### src/vla2d_pkg.sv
`timescale 1ns / 1ps
// ----------------------------------------------------------------------------
// vla2d_pkg
// Shared widths, codes, constants and the arctangent table of the 2D vector
// length and azimuth block.
// ----------------------------------------------------------------------------
package vla2d_pkg;

   localparam int FIELD_WIDTH     = 32;
   localparam int LEN_WIDTH       = 33;
   localparam int RAD_WIDTH       = 31;
   localparam int DEG_WIDTH       = 25;
   localparam int TOL_WIDTH       = 16;
   localparam int BAM_WIDTH       = 32;
   localparam int GUARD_BITS      = 8;
   localparam int CSR_INDEX_WIDTH = 1;
   localparam int CSR_DATA_WIDTH  = 16;

   typedef enum logic [CSR_INDEX_WIDTH-1:0] {
      CSR_ANGLE_MODE = 1'b0,
      CSR_VERT_TOL   = 1'b1
   } csr_index_type;

   typedef enum logic {
      MODE_AZIMUTH  = 1'b0,
      MODE_CCW_EAST = 1'b1
   } angle_mode_type;

   // Inverse CORDIC gain, Q0.32.
   localparam logic [31:0] INV_GAIN_Q32     = 32'h9B74_EDA8;
   localparam logic [31:0] RAD_PER_TURN_Q28 = 32'd1686629713;
   localparam logic [31:0] DEG_PER_TURN_Q16 = 32'd23592960;
   localparam logic [LEN_WIDTH-1:0] LEN_MAX = {LEN_WIDTH{1'b1}};

   localparam logic [BAM_WIDTH-1:0] BAM_ZERO          = 32'h0000_0000;
   localparam logic [BAM_WIDTH-1:0] BAM_QUARTER       = 32'h4000_0000;
   localparam logic [BAM_WIDTH-1:0] BAM_HALF          = 32'h8000_0000;
   localparam logic [BAM_WIDTH-1:0] BAM_THREE_QUARTER = 32'hC000_0000;

   typedef struct packed {
      logic null_vec;
      logic vertical;
      logic dy_neg;
   } flags_type;

   // atan(2^-i) in binary-angle units, one full turn being 2^32.
   function automatic logic [BAM_WIDTH-1:0] atan_turn(input int idx);
      logic [BAM_WIDTH-1:0] val;
      case (idx)
         0:  val = 32'h2000_0000;
         1:  val = 32'h12E4_051E;
         2:  val = 32'h09FB_385B;
         3:  val = 32'h0511_11D4;
         4:  val = 32'h028B_0D43;
         5:  val = 32'h0145_D7E1;
         6:  val = 32'h00A2_F61E;
         7:  val = 32'h0051_7C55;
         8:  val = 32'h0028_BE53;
         9:  val = 32'h0014_5F2F;
         10: val = 32'h000A_2F98;
         11: val = 32'h0005_17CC;
         12: val = 32'h0002_8BE6;
         13: val = 32'h0001_45F3;
         14: val = 32'h0000_A2FA;
         15: val = 32'h0000_517D;
         16: val = 32'h0000_28BE;
         17: val = 32'h0000_145F;
         18: val = 32'h0000_0A30;
         19: val = 32'h0000_0518;
         20: val = 32'h0000_028C;
         21: val = 32'h0000_0146;
         22: val = 32'h0000_00A3;
         23: val = 32'h0000_0051;
         24: val = 32'h0000_0029;
         25: val = 32'h0000_0014;
         26: val = 32'h0000_000A;
         27: val = 32'h0000_0005;
         28: val = 32'h0000_0003;
         29: val = 32'h0000_0001;
         30: val = 32'h0000_0001;
         default: val = 32'h0000_0000;
      endcase
      return val;
   endfunction

endpackage

### src/vla2d_back.sv
`timescale 1ns / 1ps
// ----------------------------------------------------------------------------
// vla2d_back
// Gain removal and rounding of the length, angle reference selection and
// conversion of the binary angle to radians and degrees. Three stages.
// ----------------------------------------------------------------------------
module vla2d_back
   import vla2d_pkg::*;
#(
   parameter int DATA_WIDTH = 44
) (
   input  logic                         clock,
   input  logic                         reset,
   input  logic                         in_valid,
   input  flags_type                    in_flags,
   input  logic signed [DATA_WIDTH-1:0] in_x,
   input  logic [BAM_WIDTH-1:0]         in_z,
   input  logic                         angle_mode,
   output logic                         rsp_valid,
   output logic [LEN_WIDTH-1:0]         rsp_length,
   output logic [RAD_WIDTH-1:0]         rsp_angle_rad,
   output logic [DEG_WIDTH-1:0]         rsp_angle_deg,
   output logic                         rsp_null_vector
);

   // Stage 1: two 32x32 partial products of the length, angle selection.
   logic [63:0]          xp;
   logic [63:0]          prod_hi_in, prod_lo_in, prod_hi_ff, prod_lo_ff;
   logic [BAM_WIDTH-1:0] bam_in, bam_ff;
   logic                 valid1_ff;
   flags_type            flags1_ff;

   always_comb begin
      // x is never negative after the rotations.
      xp         = 64'($unsigned(in_x));
      prod_hi_in = 64'(xp[63:32]) * 64'(INV_GAIN_Q32);
      prod_lo_in = 64'(xp[31:0]) * 64'(INV_GAIN_Q32);
      if (in_flags.vertical) begin
         if (in_flags.dy_neg) begin
            bam_in = (angle_mode == MODE_CCW_EAST) ? BAM_THREE_QUARTER : BAM_HALF;
         end else begin
            bam_in = (angle_mode == MODE_CCW_EAST) ? BAM_QUARTER : BAM_ZERO;
         end
      end else begin
         bam_in = (angle_mode == MODE_CCW_EAST) ? in_z : BAM_QUARTER - in_z;
      end
   end

   always_ff @(posedge clock) begin
      if (reset) begin
         valid1_ff <= 1'b0;
      end else begin
         valid1_ff <= in_valid;
      end
      flags1_ff  <= in_flags;
      prod_hi_ff <= prod_hi_in;
      prod_lo_ff <= prod_lo_in;
      bam_ff     <= bam_in;
   end

   // Stage 2: length sum, rounding and saturation; angle products.
   logic [64:0]          len_sum, len_round;
   logic [LEN_WIDTH-1:0] len_in, len_ff;
   logic [63:0]          rad_prod_in, deg_prod_in, rad_prod_ff, deg_prod_ff;
   logic                 valid2_ff;
   flags_type            flags2_ff;

   always_comb begin
      len_sum     = 65'(prod_hi_ff) + 65'(prod_lo_ff[63:32]);
      len_round   = (len_sum + 65'(1 << (GUARD_BITS - 1))) >> GUARD_BITS;
      len_in      = (len_round > 65'(LEN_MAX)) ? LEN_MAX : len_round[LEN_WIDTH-1:0];
      rad_prod_in = 64'(bam_ff) * 64'(RAD_PER_TURN_Q28);
      deg_prod_in = 64'(bam_ff) * 64'(DEG_PER_TURN_Q16);
   end

   always_ff @(posedge clock) begin
      if (reset) begin
         valid2_ff <= 1'b0;
      end else begin
         valid2_ff <= valid1_ff;
      end
      flags2_ff   <= flags1_ff;
      len_ff      <= len_in;
      rad_prod_ff <= rad_prod_in;
      deg_prod_ff <= deg_prod_in;
   end

   // Stage 3: result registers; a null vector overrides every field.
   logic                 out_valid_ff;
   logic [LEN_WIDTH-1:0] out_length_ff, out_length_in;
   logic [RAD_WIDTH-1:0] out_rad_ff, out_rad_in;
   logic [DEG_WIDTH-1:0] out_deg_ff, out_deg_in;
   logic                 out_null_ff;

   always_comb begin
      if (flags2_ff.null_vec) begin
         out_length_in = LEN_WIDTH'(1);
         out_rad_in    = '0;
         out_deg_in    = '0;
      end else begin
         out_length_in = len_ff;
         out_rad_in    = rad_prod_ff[32+RAD_WIDTH-1:32];
         out_deg_in    = deg_prod_ff[32+DEG_WIDTH-1:32];
      end
   end

   always_ff @(posedge clock) begin
      if (reset) begin
         out_valid_ff <= 1'b0;
      end else begin
         out_valid_ff <= valid2_ff;
      end
      out_length_ff <= out_length_in;
      out_rad_ff    <= out_rad_in;
      out_deg_ff    <= out_deg_in;
      out_null_ff   <= flags2_ff.null_vec;
   end

   assign rsp_valid       = out_valid_ff;
   assign rsp_length      = out_length_ff;
   assign rsp_angle_rad   = out_rad_ff;
   assign rsp_angle_deg   = out_deg_ff;
   assign rsp_null_vector = out_null_ff;

endmodule

### config.mk
export PLATFORM = sky130hd
export DESIGN_NAME = vla2d_back
export DESIGN_NICKNAME = d
export VERILOG_FILES = /design/src/vla2d_pkg.sv /design/src/vla2d_back.sv
export SDC_FILE = /design/constraint.sdc
export NUM_CORES = 2
export LEC_CHECK = 0
export CAP_MARGIN = 10
export CORE_UTILIZATION = 50
export DETAILED_ROUTE_END_ITERATION = 6
export DONT_BUFFER_PORTS = 1
export PLACE_DENSITY = 0.77
export REMOVE_ABC_BUFFERS = 1
export SLEW_MARGIN = 20
export SYNTH_ARGS = -nofsm -noshare
export SYNTH_HDL_FRONTEND = slang
export SYNTH_SLANG_ARGS = --single-unit
### constraint.sdc
create_clock -name clock -period 13.7 [get_ports clock]
set_input_delay 2.055 -clock clock [delete_from_list [all_inputs] [get_ports clock]]
set_output_delay 2.055 -clock clock [all_outputs]
set_load 0.05 [all_outputs]
==> impl_metrics.tcl <==
set metrics [dict create \
    status "finished clean" \
    antenna_found_initial 1 \
    grt_pass1_vias 36000 \
    gp_congestion 1.01 \
    grt_use_total_pct 25.4 \
    synth_top_cell_by_area "fa_1" \
    start_kind "input port" \
    post_cts_buffers 0 \
    num-nets-final 6895 \
    async_flop_share_pct 0 \
    drc 0 \
    period_minus_slack_ps 8530 \
    hold-worst-slack_ps 329 \
    synth_edf_count 0 \
    synth_cell_types 85 \
    holdBufCountCts 0 \
    synth_area_leaders "fa_1 40%, ha_1 23%, dfxtp_1 11%" \
    worstPathMaxFanout 7 \
    syn_inst 4880 \
    numClockSinks 286 \
    drive_above_1_share_pct 1.83 \
    synth.avg_cell_area_um2 10.3 \
    fmax_mhz 117 \
    cts_max_path_buffers 3 \
    cts_tree "yes" \
    fin_crit_sh_pct 62.3 \
    cts_buffers 29 \
    fp.dieW_um 319 \
    arrival_ps 9030 \
    overflow 0 \
    avgRoutedWirePerCell_um 20.2 \
    synth_top_area_share_pct 39.9 \
    rsz0062_at_grt "false" \
    row_count 115 \
    fin_skew_ps 40.4 \
    cts_root_buffer "clkbuf_16" \
    stdcell_count 6201 \
    critPathKind "in -> reg" \
    hold_path.class "reg -> reg" \
    drv_slew 0 \
    die-area_um2 102000 \
    max-slew-margin-rel_pct 33.0 \
    drtPass1Iterations 5 \
    worstPathRequired_ps 14190 \
    wl_um 125000 \
    finalSetupViolCount 0 \
    synth_ff_type "dfxtp_1" \
    syn-cell-area_um2 50200 \
    cp-end-kind "register" \
    grt_pass1_wl_um 199000 \
    fin_tns_setup_ps 0 \
    ys_seq_area_share_pct 11.4 \
    ys_ff_latch 286 \
    ant_nets 0 \
    yosysWarnings 0 \
    die_h_um 319 \
    insertion_delay_ps 620 \
    core_area_um2 99000 \
    cts.repair.resized 0 \
    io_buffers 0 \
    initial_utilization_pct 50.7 \
    diodes 0 \
    maxCapViolCount 0 \
    hold_viol 0 \
    clk_pin_slew_ps 60 \
    syn2layout_area_growth_pct 4.91 \
    grt_max_degree 52 \
    top_level_ports 174 \
    vias 33100 \
    cts_htree_levels 1 \
    dp_cells 6150 \
    dpl.hpwl_um 112000 \
    drt_first_iter_violations 1959 \
    viasPerCell 5.34 \
    worst_pin_slew_ps 1000 \
]
## registers in the layout, indices dropped and copies added (netlist names)
name	flops
bam_ff	32
rsp_angle_deg	25
rsp_length	33
flags2_ff	1
len_ff	33
rsp_null_vector	1
valid2_ff	1
prod_hi_ff	41
deg_prod_ff	25
rad_prod_ff	31
prod_lo_ff	29
valid1_ff	1
rsp_angle_rad	31
rsp_valid	1
flags1_ff	1
## worst max-delay path, cell delays in order
cell,delay (ps)
inv_1,250
fa_1,490
fa_1,490
inv_1,50
fa_1,500
inv_1,60
fa_1,530
inv_1,50
fa_1,490
fa_1,420
fa_1,490
inv_1,50
fa_1,470
inv_1,40
ha_1,380
nand4_1,210
nor3_1,230
o2111a_1,230
o211ai_1,100
and3_1,320
a211o_4,410
a21oi_1,200
o21ai_1,130
and2_4,160
a311oi_1,210
## final timing paths
kind	start	endpoint	slack, ps	cells past startpoint
hold / removal	flags1_ff[2]	flags2_ff[2]	330	0
setup / recovery	in_x[8]	prod_lo_ff[63]	5170	25
hold reg to reg	flags1_ff[2]	flags2_ff[2]	330	0
setup reg to reg	bam_ff[16]	rad_prod_ff[62]	5370	23
## layout by cell type (no fill, tap or decap), drive strengths merged, types with 6 or more instances in the layout
master / instances
o21a: 23
a31oi: 15
xnor2: 93
ha: 917
a211oi: 21
a2111oi: 7
a21boi: 8
and2: 14
nor4: 7
nor3b: 8
o31ai: 8
a21oi: 179
nor2b: 111
nand4: 25
inv: 1406
nand2: 121
xor2: 46
o21ai: 98
clkbuf: 38
and4: 6
nor2: 151
nand2b: 13
or3: 18
o311ai: 7
and3: 16
fa: 1001
nor3: 36
buf: 8
nand3: 32
dfxtp: 286
a21o: 82
or2: 8
o211ai: 11
o21bai: 17
clkinv: 7
## per-stage QoR
step                      util [%]  worst slack (ps)  instance area, µm²
after floorplan                  -              5200               50100
after global placement        52.3              4740               51800
after detailed placement      52.3              4660               51800
after CTS                     53.2              5290               52700
after global routing          53.2              4950               52700
final                         53.2              5170               52700
## final cells by class
type,count,area [µm²]
inverter,1400,5260
clock buffer,38,790
clock inverter,13,108
multi-input combinational,3169,39200
sequential,286,5730
timing repair buffer,8,60.1
tap,1287,1610
fill,8646,46300
## kinds of logic (layout without fill, tap and decap cells)
| group | after synthesis | after routing | share of synthesized area (%) |
|---|---|---|---|
| AOI/OAI and AO/OA | 531 | 531 | 6.92 |
| xor gates and xnor gates | 139 | 139 | 2.42 |
| adders and majority gates | 1918 | 1918 | 62.7 |
| buffers and inverters | 1425 | 1459 | 10.7 |
| DFF | 286 | 286 | 11.4 |
| muxes | 4 | 4 | 0.0822 |
| and+or+nand+nor | 577 | 577 | 5.79 |
## Yosys cell counts, drive strengths merged, types with 46 or more instances
cell	number
nor2	151
inv	1400
a21o	82
a21oi	179
nor2b	111
o21ai	98
xnor2	93
ha	917
fa	1001
xor2	46
nand2	121
dfxtp	286
## routing by layer
| layer | share of wire [%] | up-vias | global-route usage (%) | routed length [µm] |
|---|---|---|---|---|
| li1 | - | 15200 | - | - |
| met1 | 43 | 16700 | 34.1 | 53800 |
| met2 | 47 | 950 | 41.8 | 58700 |
| met3 | 6.6 | 215 | 4.71 | 8300 |
| met4 | 3.5 | 2 | 7.54 | 4420 |
| met5 | 0.0088 | - | 0 | 11 |
Power is not shown: default switching activity piles up to over one toggle a cycle in this logic, so the estimate is an artifact.
