`config.mk`:
```
export PLATFORM = sky130hd
export DESIGN_NAME = vla2d_cordic_stage
export DESIGN_NICKNAME = d
export VERILOG_FILES = /design/src/vla2d_pkg.sv /design/src/vla2d_cordic_stage.sv
export SDC_FILE = /design/constraint.sdc
export NUM_CORES = 1
export LEC_CHECK = 0
export ABC_AREA = 1
export BUFFER_PORTS_ARGS = -buffer_cell sky130_fd_sc_hd__buf_2
export CORE_UTILIZATION = 30
export DETAILED_ROUTE_END_ITERATION = 10
export PLACE_DENSITY_LB_ADDON = 0.2
export SETUP_SLACK_MARGIN = 0.15
export SLEW_MARGIN = 15
export SYNTH_ARGS = -nofsm -noshare
export SYNTH_HDL_FRONTEND = slang
export SYNTH_SLANG_ARGS = --single-unit
```
`constraint.sdc`:
```
create_clock -name clock -period 2.43 [get_ports clock]
set_input_delay 0.1215 -clock clock [delete_from_list [all_inputs] [get_ports clock]]
set_output_delay 0.1215 -clock clock [all_outputs]
set_load 0.005 [all_outputs]
```
`src/vla2d_pkg.sv`:
```
`timescale 1ns / 1ps
// ----------------------------------------------------------------------------
// vla2d_pkg
// Shared widths, codes, constants and the arctangent table of the 2D vector
// length and azimuth block.
// ----------------------------------------------------------------------------
package vla2d_pkg;

   localparam int FIELD_WIDTH     = 32;
   localparam int LEN_WIDTH       = 33;
   localparam int RAD_WIDTH       = 31;
   localparam int DEG_WIDTH       = 25;
   localparam int TOL_WIDTH       = 16;
   localparam int BAM_WIDTH       = 32;
   localparam int GUARD_BITS      = 8;
   localparam int CSR_INDEX_WIDTH = 1;
   localparam int CSR_DATA_WIDTH  = 16;

   typedef enum logic [CSR_INDEX_WIDTH-1:0] {
      CSR_ANGLE_MODE = 1'b0,
      CSR_VERT_TOL   = 1'b1
   } csr_index_type;

   typedef enum logic {
      MODE_AZIMUTH  = 1'b0,
      MODE_CCW_EAST = 1'b1
   } angle_mode_type;

   // Inverse CORDIC gain, Q0.32.
   localparam logic [31:0] INV_GAIN_Q32     = 32'h9B74_EDA8;
   localparam logic [31:0] RAD_PER_TURN_Q28 = 32'd1686629713;
   localparam logic [31:0] DEG_PER_TURN_Q16 = 32'd23592960;
   localparam logic [LEN_WIDTH-1:0] LEN_MAX = {LEN_WIDTH{1'b1}};

   localparam logic [BAM_WIDTH-1:0] BAM_ZERO          = 32'h0000_0000;
   localparam logic [BAM_WIDTH-1:0] BAM_QUARTER       = 32'h4000_0000;
   localparam logic [BAM_WIDTH-1:0] BAM_HALF          = 32'h8000_0000;
   localparam logic [BAM_WIDTH-1:0] BAM_THREE_QUARTER = 32'hC000_0000;

   typedef struct packed {
      logic null_vec;
      logic vertical;
      logic dy_neg;
   } flags_type;

   // atan(2^-i) in binary-angle units, one full turn being 2^32.
   function automatic logic [BAM_WIDTH-1:0] atan_turn(input int idx);
      logic [BAM_WIDTH-1:0] val;
      case (idx)
         0:  val = 32'h2000_0000;
         1:  val = 32'h12E4_051E;
         2:  val = 32'h09FB_385B;
         3:  val = 32'h0511_11D4;
         4:  val = 32'h028B_0D43;
         5:  val = 32'h0145_D7E1;
         6:  val = 32'h00A2_F61E;
         7:  val = 32'h0051_7C55;
         8:  val = 32'h0028_BE53;
         9:  val = 32'h0014_5F2F;
         10: val = 32'h000A_2F98;
         11: val = 32'h0005_17CC;
         12: val = 32'h0002_8BE6;
         13: val = 32'h0001_45F3;
         14: val = 32'h0000_A2FA;
         15: val = 32'h0000_517D;
         16: val = 32'h0000_28BE;
         17: val = 32'h0000_145F;
         18: val = 32'h0000_0A30;
         19: val = 32'h0000_0518;
         20: val = 32'h0000_028C;
         21: val = 32'h0000_0146;
         22: val = 32'h0000_00A3;
         23: val = 32'h0000_0051;
         24: val = 32'h0000_0029;
         25: val = 32'h0000_0014;
         26: val = 32'h0000_000A;
         27: val = 32'h0000_0005;
         28: val = 32'h0000_0003;
         29: val = 32'h0000_0001;
         30: val = 32'h0000_0001;
         default: val = 32'h0000_0000;
      endcase
      return val;
   endfunction

endpackage

```
`src/vla2d_cordic_stage.sv`:
```
`timescale 1ns / 1ps
// ----------------------------------------------------------------------------
// vla2d_cordic_stage
// One registered vectoring CORDIC micro-rotation, driving y toward zero.
// ----------------------------------------------------------------------------
module vla2d_cordic_stage
   import vla2d_pkg::*;
#(
   parameter int DATA_WIDTH = 44,
   parameter int STAGE      = 0
) (
   input  logic                         clock,
   input  logic                         reset,
   input  logic                         prev_valid,
   input  flags_type                    prev_flags,
   input  logic signed [DATA_WIDTH-1:0] prev_x,
   input  logic signed [DATA_WIDTH-1:0] prev_y,
   input  logic [BAM_WIDTH-1:0]         prev_z,
   output logic                         next_valid,
   output flags_type                    next_flags,
   output logic signed [DATA_WIDTH-1:0] next_x,
   output logic signed [DATA_WIDTH-1:0] next_y,
   output logic [BAM_WIDTH-1:0]         next_z
);

   localparam logic [BAM_WIDTH-1:0] ATAN_STEP = atan_turn(STAGE);

   logic signed [DATA_WIDTH-1:0] xs, ys;
   logic signed [DATA_WIDTH-1:0] x_in, y_in, x_ff, y_ff;
   logic [BAM_WIDTH-1:0]         z_in, z_ff;
   logic                         valid_ff;
   flags_type                    flags_ff;

   always_comb begin
      xs = prev_x >>> STAGE;
      ys = prev_y >>> STAGE;
      if (!prev_y[DATA_WIDTH-1]) begin
         x_in = prev_x + ys;
         y_in = prev_y - xs;
         z_in = prev_z + ATAN_STEP;
      end else begin
         x_in = prev_x - ys;
         y_in = prev_y + xs;
         z_in = prev_z - ATAN_STEP;
      end
   end

   always_ff @(posedge clock) begin
      if (reset) begin
         valid_ff <= 1'b0;
      end else begin
         valid_ff <= prev_valid;
      end
      flags_ff <= prev_flags;
      x_ff     <= x_in;
      y_ff     <= y_in;
      z_ff     <= z_in;
   end

   assign next_valid = valid_ff;
   assign next_flags = flags_ff;
   assign next_x     = x_ff;
   assign next_y     = y_ff;
   assign next_z     = z_ff;

endmodule

```
==> tab_implementation.tex, run 1 <==
\begin{tabular}{lr}
\hline
Metric & Value \\
\hline
\multicolumn{2}{l}{\textbf{Run status}} \\
Result of the run & finished, final reports clean \\
\multicolumn{2}{l}{\textbf{Drt}} \\
Vias & 16.7k \\
Violation count after the first detailed-route iteration & 1045 \\
Via density per instance & 4.70 \\
Post-detailed-route count of antenna-violating nets & 0 \\
Per-cell routed wire length & 17.6 um \\
Pre-antenna DRT Iters & 5 \\
Sum of routed wire length over all layers & 62.6 mm \\
Drc violations & 0 \\
\multicolumn{2}{l}{\textbf{Synth}} \\
Most used flip-flop cell after synthesis & sky130\_fd\_sc\_hd\_\_dfxtp\_1 \\
Syn Area/Cell & 5.60 sq um \\
Library cells used by synthesis & 42 \\
Post-synth design cell area & 13800 sq um \\
Nets in the synthesized netlist & 2732 \\
Number of synthesized flops with an enable pin & 0 \\
Sequential element share of the synthesized area & 17.8\% \\
Post-Syn Instances & 2473 \\
\#FFs+latches synth & 123 \\
Yosys warning count & 0 \\
Fraction of registers with async set or reset after synthesis & 0\% \\
\multicolumn{2}{l}{\textbf{Finish}} \\
Growth of design area from synthesis to finish & 30.8\% \\
Fraction of final layout cells with drive strength greater than 1 & 19.3\% \\
Antenna diode count & 0 \\
Number of nets in the final layout & 3199 \\
\multicolumn{2}{l}{\textbf{Min path}} \\
Path type of the worst min-delay path & input pin to register \\
Launch point of the worst hold path & prev\_x[1] \\
\multicolumn{2}{l}{\textbf{Clock network}} \\
Number of H-tree levels & 4 \\
Clock transition at the registers of the reported paths & 0.07 ns \\
TritonCTS Buffers & 17 \\
CTS tree & done \\
Root cell of the clock tree & sky130\_fd\_sc\_hd\_\_clkbuf\_16 \\
\# clock sinks & 123 \\
Number of buffers between clock root and the deepest sink & 2 \\
\multicolumn{2}{l}{\textbf{Placement}} \\
Count of input and output buffers & 249 \\
Final GP Congestion & 0.964 \\
Worst slack, placed & -0.0319 ns \\
DP Wirelength & 53.5 mm \\
\multicolumn{2}{l}{\textbf{Floorplanning}} \\
Die Area & 47000 sq um \\
Starting density of the core & 30.4\% \\
Overall die width & 217 um \\
I/O pin count & 250 \\
Die outline height & 217 um \\
Std-Cell Rows & 78 \\
Core region area & 45500 sq um \\
\multicolumn{2}{l}{\textbf{Timing}} \\
Setup slack after layout & 0.437 ns \\
Number of pins exceeding their max-slew limit in the final report & 0 \\
Pin slew with the least headroom to its limit & 0.624 ns \\
Final setup violating endpoints & 0 \\
Maximum clock frequency & 502 MHz \\
Setup repair after global routing missed its margin & no \\
Hold violation total from the final report & 0 \\
Final critical-path share of the clock period & 82.0\% \\
Hold Slack & 0.0622 ns \\
Crit path time final & 1.99 ns \\
Slew Limit Headroom & 58.0\% \\
\multicolumn{2}{l}{\textbf{Setup path}} \\
CP Max Fanout & 8 \\
CP Launch Type & input pin \\
Capturing element type of the critical path & register \\
Start-to-end type of the worst setup path & input pin to register \\
Worst Path Arrival & 2.37 ns \\
Launch point of the critical path & prev\_x[35] \\
Worst endpoint required time & 2.80 ns \\
\multicolumn{2}{l}{\textbf{Power and ir drop}} \\
IR Drop Worst-Case VDD & 585 uV \\
Leak & 10.6 nW \\
Pwr per Cell Area & 497 nW/um\^{}2 \\
\multicolumn{2}{l}{\textbf{Job}} \\
Maximum capacitance violations & 0 \\
\multicolumn{2}{l}{\textbf{Global routing}} \\
Remaining global-route overflow & 0 \\
Via count of the first global-routing pass & 16.4k \\
Global-route wire length before repair & 92.8 mm \\
Pin count of the biggest net entering global routing & 86 \\
Initial antenna violation count & 0 \\
GRT Total Usage & 26.7\% \\
\hline
\end{tabular}
[layer usage]
metal  GRT usage (%)  vias up  part of all wire [%]
li1                -     8454                     -
met1            33.7     7594                    45
met2            44.7      547                    46
met5               0        -                     0
met4            10.5        0                   3.5
met3            4.67       90                   5.8
[power breakdown]
part	internal [mW]	total (mW)	switching [mW]
clock network	1.34	2.53	1.19
logic	1.54	4.04	2.49
registers	2.32	2.43	0.108
[cells in the mapped netlist, types with 3 or more instances]
cell	n	area [sq um]
sky130_fd_sc_hd__a21oi_1	117	586
sky130_fd_sc_hd__a21oi_2	3	26.3
sky130_fd_sc_hd__and2_1	4	25.0
sky130_fd_sc_hd__buf_2	13	65.1
sky130_fd_sc_hd__buf_4	31	233
sky130_fd_sc_hd__buf_6	8	90.1
sky130_fd_sc_hd__clkbuf_1	6	22.5
sky130_fd_sc_hd__dfxtp_1	123	2460
sky130_fd_sc_hd__fa_1	4	80.1
sky130_fd_sc_hd__ha_1	129	1610
sky130_fd_sc_hd__inv_1	459	1720
sky130_fd_sc_hd__inv_2	7	26.3
sky130_fd_sc_hd__nand2_1	903	3390
sky130_fd_sc_hd__nand2_2	6	37.5
sky130_fd_sc_hd__nand2_4	4	45.0
sky130_fd_sc_hd__nand3_1	216	1080
sky130_fd_sc_hd__nand3_2	8	80.1
sky130_fd_sc_hd__nand3b_1	6	45.0
sky130_fd_sc_hd__nand4_1	16	100
sky130_fd_sc_hd__nor2_1	210	788
sky130_fd_sc_hd__nor2_2	25	156
sky130_fd_sc_hd__nor2_4	3	33.8
sky130_fd_sc_hd__nor3_1	9	45.0
sky130_fd_sc_hd__o21ai_0	64	320
sky130_fd_sc_hd__o21ai_1	8	40.0
sky130_fd_sc_hd__o21ai_2	8	70.1
sky130_fd_sc_hd__o21bai_1	29	218
sky130_fd_sc_hd__o22ai_1	9	56.3
sky130_fd_sc_hd__xor2_1	27	236
[registers in the layout, summed over array words and instances, names as in the netlist]
register    flops
next_y         44
next_x         43
next_z         32
next_flags      3
next_valid      1
[final cells by class]
| cell class | count | area, sq um |
|---|---|---|
| timing repair buffer | 509 | 3400 |
| inverter | 467 | 1750 |
| clock inverter | 14 | 111 |
| sequential | 123 | 2460 |
| clock buffer | 18 | 439 |
| tap | 600 | 751 |
| multi-input combinational | 1822 | 9190 |
| fill | 5088 | 27400 |
[worst paths after layout]
kind	depth (start not counted)	to	slack (ns)
setup / recovery	14	next_y[37]$_DFF_P_	0.44
hold / removal	3	next_y[1]$_DFF_P_	0.06
[stage by stage]
step | total power [mW] | setup TNS, ns | instance area [sq um] | util [%] | cells
2_1_floorplan | 4.55 | 0 | 13800 | - | 2473
3_3_place_gp | 6.40 | -0.0210 | 17200 | 37.7 | 3482
3_5_place_dp | 6.41 | -0.0319 | 17200 | 37.7 | 3482
4_1_cts | 9.05 | 0 | 18100 | 39.8 | 3553
5_1_grt | 9.58 | 0 | 18100 | 39.8 | 3553
6_report | 8.99 | 0 | 18100 | 39.8 | 3553
[timing repair]
item,4_1_cts,5_1_grt
hold buffers,39,0
buffers inserted,0,0
resized for setup,0,0
endpoints found under the hold margin,39,0
[cell families after synthesis]
kind of cell,synth area share (%)
xor+xnor,1.84
simple gates,42.4
fa+ha+maj,12.2
buf+inv,15.8
mux,0.145
compound gates,9.76
flops,17.8
[worst max-delay path, cell delays in order]
cell and delay (ns):
sky130_fd_sc_hd__buf_2 0.10, sky130_fd_sc_hd__inv_1 0.05, sky130_fd_sc_hd__ha_1 0.53, sky130_fd_sc_hd__nand2_1 0.23
sky130_fd_sc_hd__nor2_1 0.19, sky130_fd_sc_hd__nand2_1 0.11, sky130_fd_sc_hd__nor2_1 0.19, sky130_fd_sc_hd__nand2_1 0.14
sky130_fd_sc_hd__nor2_1 0.26, sky130_fd_sc_hd__nor2_1 0.13, sky130_fd_sc_hd__nand2_1 0.08, sky130_fd_sc_hd__nand2_1 0.06
sky130_fd_sc_hd__nand3_1 0.08, sky130_fd_sc_hd__nand2_1 0.08
[placed cells by master, fill, tap and decap left out, types with 5 or more instances in the layout]
cell and instances:
sky130_fd_sc_hd__nand4_1 16, sky130_fd_sc_hd__o21ai_2 8, sky130_fd_sc_hd__nor2_1 210, sky130_fd_sc_hd__nand3_2 8
sky130_fd_sc_hd__ha_1 129, sky130_fd_sc_hd__nand2_1 903, sky130_fd_sc_hd__o21bai_1 29, sky130_fd_sc_hd__nand3b_1 6
sky130_fd_sc_hd__nand3_1 216, sky130_fd_sc_hd__buf_12 8, sky130_fd_sc_hd__inv_2 7, sky130_fd_sc_hd__o21ai_1 8
sky130_fd_sc_hd__inv_1 459, sky130_fd_sc_hd__dlygate4sd3_1 39, sky130_fd_sc_hd__buf_2 249, sky130_fd_sc_hd__a21oi_1 117
sky130_fd_sc_hd__nor2_2 25, sky130_fd_sc_hd__xor2_1 27, sky130_fd_sc_hd__nor3_1 9, sky130_fd_sc_hd__clkinvlp_4 5
sky130_fd_sc_hd__buf_4 213, sky130_fd_sc_hd__o22ai_1 9, sky130_fd_sc_hd__o21ai_0 64, sky130_fd_sc_hd__nand2_2 6
sky130_fd_sc_hd__clkbuf_16 17, sky130_fd_sc_hd__dfxtp_1 123
No activity file was read; power rests on OpenSTA's default activity.
==> run 2: changes to the inputs <==
- clock period: 2.43 -> 2.06 ns (I/O delays scaled with it)
==> run 2 against run 1 <==
- core utilization increased by 4.2 points
- critical path depth is 1 lower
- via count grew 4.1%
==> tab_implementation.tex, run 2 (same netlist as run 1, synthesis figures left out) <==
\begin{tabular}{lr}
\hline
Metric & Value \\
\hline
\multicolumn{2}{l}{\textbf{Setup path}} \\
Capturing element type of the critical path & register \\
Cells along the critical path & buf\_2 > ha\_1 > buf\_4 > nand2\_4 > nor2\_2 > nand2\_1 > buf\_4 > o21ai\_2 > nand2\_1 > nand2\_1 > nand2\_1 > nand3\_1 > nand2\_1 \\
Start-to-end type of the worst setup path & input pin to register \\
Critical Path Most Common Cell & sky130\_fd\_sc\_hd\_\_nand2\_1 \\
Worst endpoint required time & 2.42 ns \\
Delay of the slowest cell on the worst path & 0.46 ns \\
CP top delay family & simple AND/OR/NAND/NOR gates \\
Worst Path Arrival & 2.17 ns \\
CP Max Fanout & 6 \\
Slowest-stage cell, CP & sky130\_fd\_sc\_hd\_\_ha\_1 \\
Buf+Inv Stages, Crit Path & 3 \\
CP Launch Type & input pin \\
\multicolumn{2}{l}{\textbf{Global routing}} \\
Initial antenna violation count & 0 \\
Global-route wire length before repair & 97.1 mm \\
Remaining global-route overflow & 0 \\
GRT Total Usage & 27.8\% \\
Pin count of the biggest net entering global routing & 86 \\
Via count of the first global-routing pass & 17.2k \\
\multicolumn{2}{l}{\textbf{Floorplanning}} \\
Overall die width & 217 um \\
Die Area & 47000 sq um \\
Core region area & 45500 sq um \\
Die outline height & 217 um \\
Std-Cell Rows & 78 \\
Starting density of the core & 30.4\% \\
I/O pin count & 250 \\
\multicolumn{2}{l}{\textbf{Finish}} \\
Area of the multi-input gates & 9270 sq um \\
Register cell area after layout & 2460 sq um \\
Number of cells in the finished layout apart from fillers & 3788 \\
Growth of design area from synthesis to finish & 44.5\% \\
Antenna diode count & 0 \\
Number of flip-flops in the largest register & 44 \\
Number of nets in the final layout & 3434 \\
Most common cell after layout, fill and taps aside & sky130\_fd\_sc\_hd\_\_nand2\_1 \\
Most frequent cells in the layout & sky130\_fd\_sc\_hd\_\_nand2\_1 (900), sky130\_fd\_sc\_hd\_\_inv\_1 (458), sky130\_fd\_sc\_hd\_\_buf\_4 (450), sky130\_fd\_sc\_hd\_\_buf\_2 (249), sky130\_fd\_sc\_hd\_\_nand3\_1 (214) \\
Fraction of final layout cells with drive strength greater than 1 & 25.7\% \\
FILL cells & 5044 \\
\multicolumn{2}{l}{\textbf{Power and ir drop}} \\
Share of total power consumed by net switching & 39.5\% \\
Combinational fraction of design power & 45.9\% \\
Reported net switching power & 4.51 mW \\
Power after layout & 11.4 mW \\
Pwr per Cell Area & 571 nW/um\^{}2 \\
Internal power contribution & 6.91 mW \\
Leak & 11.8 nW \\
IR Drop Worst-Case VDD & 891 uV \\
Sequential fraction of design power & 25.0\% \\
Proportion of power drawn by the clock network & 29.1\% \\
\multicolumn{2}{l}{\textbf{Min path}} \\
Worst hold path stage count & 3 \\
Path type of the worst min-delay path & input pin to register \\
Worst Hold Endpoint & next\_y[1]\$\_DFF\_P\_ \\
Launch point of the worst hold path & prev\_x[1] \\
\multicolumn{2}{l}{\textbf{Clock network}} \\
TritonCTS Buffers & 17 \\
Clock transition at the registers of the reported paths & 0.06 ns \\
\# clock sinks & 123 \\
Number of H-tree levels & 4 \\
Root cell of the clock tree & sky130\_fd\_sc\_hd\_\_clkbuf\_16 \\
CTS tree & done \\
Number of buffers between clock root and the deepest sink & 2 \\
\multicolumn{2}{l}{\textbf{Timing}} \\
Crit path time final & 1.80 ns \\
Final setup violating endpoints & 0 \\
Final critical-path share of the clock period & 87.6\% \\
Pin slew with the least headroom to its limit & 0.788 ns \\
Fin Setup TNS & 0 ns \\
Setup repair after global routing missed its margin & no \\
Number of pins exceeding their max-slew limit in the final report & 0 \\
Maximum clock frequency & 554 MHz \\
Hold violation total from the final report & 0 \\
Slew Limit Headroom & 46.9\% \\
\multicolumn{2}{l}{\textbf{Drt}} \\
Sum of routed wire length over all layers & 65.2 mm \\
Pre-antenna DRT Iters & 7 \\
Post-detailed-route count of antenna-violating nets & 0 \\
Vias & 17.4k \\
Via density per instance & 4.58 \\
Per-cell routed wire length & 17.2 um \\
Violation count after the first detailed-route iteration & 991 \\
Drc violations & 0 \\
\multicolumn{2}{l}{\textbf{Placement}} \\
Count of placed standard cells including taps & 3717 \\
Final GP Congestion & 0.956 \\
DP Wirelength & 56.4 mm \\
Count of input and output buffers & 249 \\
\multicolumn{2}{l}{\textbf{Run status}} \\
Result of the run & finished, final reports clean \\
\multicolumn{2}{l}{\textbf{Job}} \\
Maximum capacitance violations & 0 \\
\hline
\end{tabular}
## run 2: routing by layer
metal / wire [um] / vias to the layer above / track usage (%)
met5: 0 / - / 0
met4: 2120 / 0 / 10.7
met3: 3660 / 80 / 4.50
met2: 30000 / 474 / 47.0
met1: 29400 / 7891 / 35.2
li1: - / 8916 / -
## run 2: what timing repair did
action	4_1_cts	5_1_grt
setup endpoints to repair	1	39
buffers inserted	0	0
gates resized for setup	1	20
endpoints found under the hold margin	39	0
pin swaps	0	1
hold buffers	39	0
## run 2: worst max path at each step
| stage | startpoint | endpoint | slack [ns] | cells past startpoint |
|---|---|---|---|---|
| after floorplan | prev_y[0] | next_y[32]$_DFF_P_ | 0.34 | 15 |
| after global placement | prev_x[4] | next_y[30]$_DFF_P_ | -0.40 | 14 |
| after detailed placement | prev_x[32] | next_y[43]$_DFF_P_ | -0.37 | 14 |
| after CTS | prev_x[4] | next_y[30]$_DFF_P_ | 0.16 | 14 |
| after global routing | prev_x[13] | next_x[30]$_DFF_P_ | 0.15 | 13 |
| final | prev_y[9] | next_y[30]$_DFF_P_ | 0.26 | 13 |
## run 2: cell type report
| type | instances | share of cell area, % |
|---|---|---|
| tap | 600 | 3.75 |
| clock buffer | 20 | 2.28 |
| inverter | 467 | 8.79 |
| timing repair buffer | 744 | 25.7 |
| multi-input combinational | 1822 | 46.4 |
| sequential | 123 | 12.3 |
| clock inverter | 12 | 0.801 |
## run 2: power by group through the flow
| stage | sequential (mW) | combinational, mW | clock [mW] |
|---|---|---|---|
| final | 2.86 | 5.24 | 3.32 |
| after global routing | 2.88 | 5.77 | 3.50 |
| after CTS | 2.86 | 5.20 | 3.43 |
| after detailed placement | 2.91 | 5.12 | 0 |
| after global placement | 2.91 | 5.11 | 0 |
| after floorplan | 2.93 | 2.44 | 0 |
## run 2: stage by stage
stage	util (%)	worst slack (ns)	hold slack, ns	area, sq um
2_1_floorplan	-	0.335	0.131	13800
4_1_cts	43.8	0.157	0.00417	19900
6_report	44.0	0.256	0.0344	20000
5_1_grt	44.0	0.153	0.0617	20000
3_5_place_dp	41.6	-0.371	0.207	18900
3_3_place_gp	41.6	-0.398	0.206	18900
==> run 3: changes to the inputs <==
- CORE_ASPECT_RATIO: not set -> 2
==> run 3 against run 2 <==
- sequential power barely moved
- sequential share of layout area barely moved
- cell area fell by 0.29%
- total power rose by 1.4%
- fmax fell by 0.93%
- global-route usage rose by 1.9 points
- critical path depth rose by 2
- setup slack got worse by 0.017 ns
- flip-flop and latch count did not move
- largest cell class unchanged
- largest power group unchanged
==> tab_implementation.tex, run 3 (same netlist as run 1, synthesis figures left out) <==
\begin{tabular}{lr}
\hline
Metric & Value \\
\hline
\multicolumn{2}{l}{\textbf{Run status}} \\
Result of the run & finished, final reports clean \\
\multicolumn{2}{l}{\textbf{Timing}} \\
Number of pins exceeding their max-slew limit in the final report & 0 \\
Final critical-path share of the clock period & 88.4\% \\
Setup repair after global routing missed its margin & yes \\
Maximum clock frequency & 549 MHz \\
Hold violation total from the final report & 0 \\
Pin slew with the least headroom to its limit & 0.555 ns \\
Crit path time final & 1.82 ns \\
Final setup violating endpoints & 0 \\
Slew Limit Headroom & 62.6\% \\
Hold Slack & 0.0475 ns \\
\multicolumn{2}{l}{\textbf{Finish}} \\
Most frequent cells in the layout & sky130\_fd\_sc\_hd\_\_nand2\_1 (895), sky130\_fd\_sc\_hd\_\_inv\_1 (458), sky130\_fd\_sc\_hd\_\_buf\_4 (437), sky130\_fd\_sc\_hd\_\_buf\_2 (249), sky130\_fd\_sc\_hd\_\_nand3\_1 (214) \\
Number of nets in the final layout & 3421 \\
Growth of design area from synthesis to finish & 44.1\% \\
Number of flip-flops in the largest register & 44 \\
Fraction of final layout cells with drive strength greater than 1 & 26.3\% \\
Most common cell after layout, fill and taps aside & sky130\_fd\_sc\_hd\_\_nand2\_1 \\
Number of cells in the finished layout apart from fillers & 3740 \\
Post-route design area & 19900 sq um \\
Antenna diode count & 0 \\
\multicolumn{2}{l}{\textbf{Setup path}} \\
Capturing element type of the critical path & register \\
Start-to-end type of the worst setup path & input pin to register \\
Worst Path Arrival & 2.11 ns \\
Worst endpoint required time & 2.35 ns \\
CP Launch Type & input pin \\
CP Max Fanout & 8 \\
\multicolumn{2}{l}{\textbf{Drt}} \\
Drc violations & 0 \\
Top sig layer & met4 \\
Sum of routed wire length over all layers & 69.7 mm \\
Via density per instance & 4.67 \\
Post-detailed-route count of antenna-violating nets & 0 \\
Met3 routed wirelength & 2.19 mm \\
Met1 Wirelength & 23.8 mm \\
Pre-antenna DRT Iters & 5 \\
Per-cell routed wire length & 18.6 um \\
Violation count after the first detailed-route iteration & 848 \\
Detail Route met2 WL & 36.4 mm \\
Vias & 17.5k \\
\multicolumn{2}{l}{\textbf{Global routing}} \\
Pin count of the biggest net entering global routing & 86 \\
Via count of the first global-routing pass & 17.8k \\
Remaining global-route overflow & 0 \\
Global-route wire length before repair & 102 mm \\
Initial antenna violation count & 1 \\
GRT Total Usage & 29.7\% \\
\multicolumn{2}{l}{\textbf{Placement}} \\
Total cell area at the placement stage & 18800 sq um \\
DP Wirelength & 60.3 mm \\
Count of input and output buffers & 249 \\
Count of placed standard cells including taps & 3670 \\
Final GP Congestion & 1.01 \\
\multicolumn{2}{l}{\textbf{Clock network}} \\
\# Post-CTS Setup Buffers & 0 \\
Number of buffers between clock root and the deepest sink & 2 \\
\# clock sinks & 123 \\
Clock transition at the registers of the reported paths & 0.06 ns \\
Number of H-tree levels & 4 \\
TritonCTS Buffers & 17 \\
CTS tree & done \\
Root cell of the clock tree & sky130\_fd\_sc\_hd\_\_clkbuf\_16 \\
\multicolumn{2}{l}{\textbf{Power and ir drop}} \\
Power after layout & 11.6 mW \\
Pwr per Cell Area & 581 nW/um\^{}2 \\
IR Drop Worst-Case VDD & 416 uV \\
Leak & 11.7 nW \\
\multicolumn{2}{l}{\textbf{Floorplanning}} \\
Starting density of the core & 30.3\% \\
Std-Cell Rows & 111 \\
Overall die width & 154 um \\
Die outline height & 306 um \\
Die Area & 47000 sq um \\
Core region area & 45700 sq um \\
I/O pin count & 250 \\
\multicolumn{2}{l}{\textbf{Job}} \\
Maximum capacitance violations & 0 \\
\multicolumn{2}{l}{\textbf{Min path}} \\
Path type of the worst min-delay path & input pin to register \\
\hline
\end{tabular}
-- run 3: changes by cell type in the layout (fill, tap and decap cells not counted), sizes merged --
cell / previous run / this run
clkinv: 6 / 1
inv: 468 / 471
clkinvlp: 2 / 6
dlygate4sd3: 39 / 38
buf: 705 / 693
clkbuf: 20 / 18
-- run 3: through the flow --
step,setup TNS (ns),worst slack (ns),util (%)
after floorplan,0,0.335,-
after global placement,-16.64,-0.423,41.1
after detailed placement,-16.89,-0.432,41.1
after CTS,0,0.156,43.3
after global routing,0,0.0668,43.6
final,0,0.239,43.6
-- run 3: report_power, final --
| group | internal (mW) | switching, mW | total, mW |
|---|---|---|---|
| clock | 1.96 | 1.38 | 3.34 |
| combinational | 2.23 | 3.14 | 5.37 |
| sequential | 2.73 | 0.130 | 2.86 |
-- run 3: metal layers --
layer | GRT usage, % | up-vias
li1 | - | 8915
met1 | 26.8 | 7790
met4 | 28.3 | 0
met3 | 2.47 | 201
met5 | 0 | -
met2 | 57.3 | 563
-- run 3: timing repair --
item                                    4_1_cts  5_1_grt
resized for setup                             4       45
hold buffers                                 38        0
endpoints found under the setup margin       15       55
hold endpoints to repair                     38        0
-- run 3: final timing paths --
path | start | end | slack (ns) | depth (start not counted)
max | prev_x[24] | next_x[29]$_DFF_P_ | 0.24 | 15
min | prev_z[30] | next_z[30]$_DFF_P_ | 0.05 | 4
-- run 3: worst max-delay path, cell delays in order --
cell and delay [ns]:
sky130_fd_sc_hd__buf_2 0.17, sky130_fd_sc_hd__inv_1 0.07, sky130_fd_sc_hd__ha_1 0.33, sky130_fd_sc_hd__buf_4 0.18
sky130_fd_sc_hd__nand2_1 0.07, sky130_fd_sc_hd__nand2_1 0.15, sky130_fd_sc_hd__inv_1 0.09, sky130_fd_sc_hd__o21ai_0 0.17
sky130_fd_sc_hd__buf_4 0.18, sky130_fd_sc_hd__nand2_1 0.07, sky130_fd_sc_hd__nand2_1 0.06, sky130_fd_sc_hd__nor2_1 0.13
sky130_fd_sc_hd__nand3_1 0.09, sky130_fd_sc_hd__nand3_1 0.09, sky130_fd_sc_hd__nand2_1 0.16
-- run 3: final cells by class --
| cell class | count | area (sq um) |
|---|---|---|
| clock inverters | 14 | 183 |
| multi-input cells | 1822 | 9340 |
| repair buffers | 731 | 5050 |
| clock buffers | 18 | 439 |
| inverters | 467 | 1760 |
| well taps | 565 | 707 |
| flip-flops and latches | 123 | 2460 |
| fillers | 5092 | 25800 |
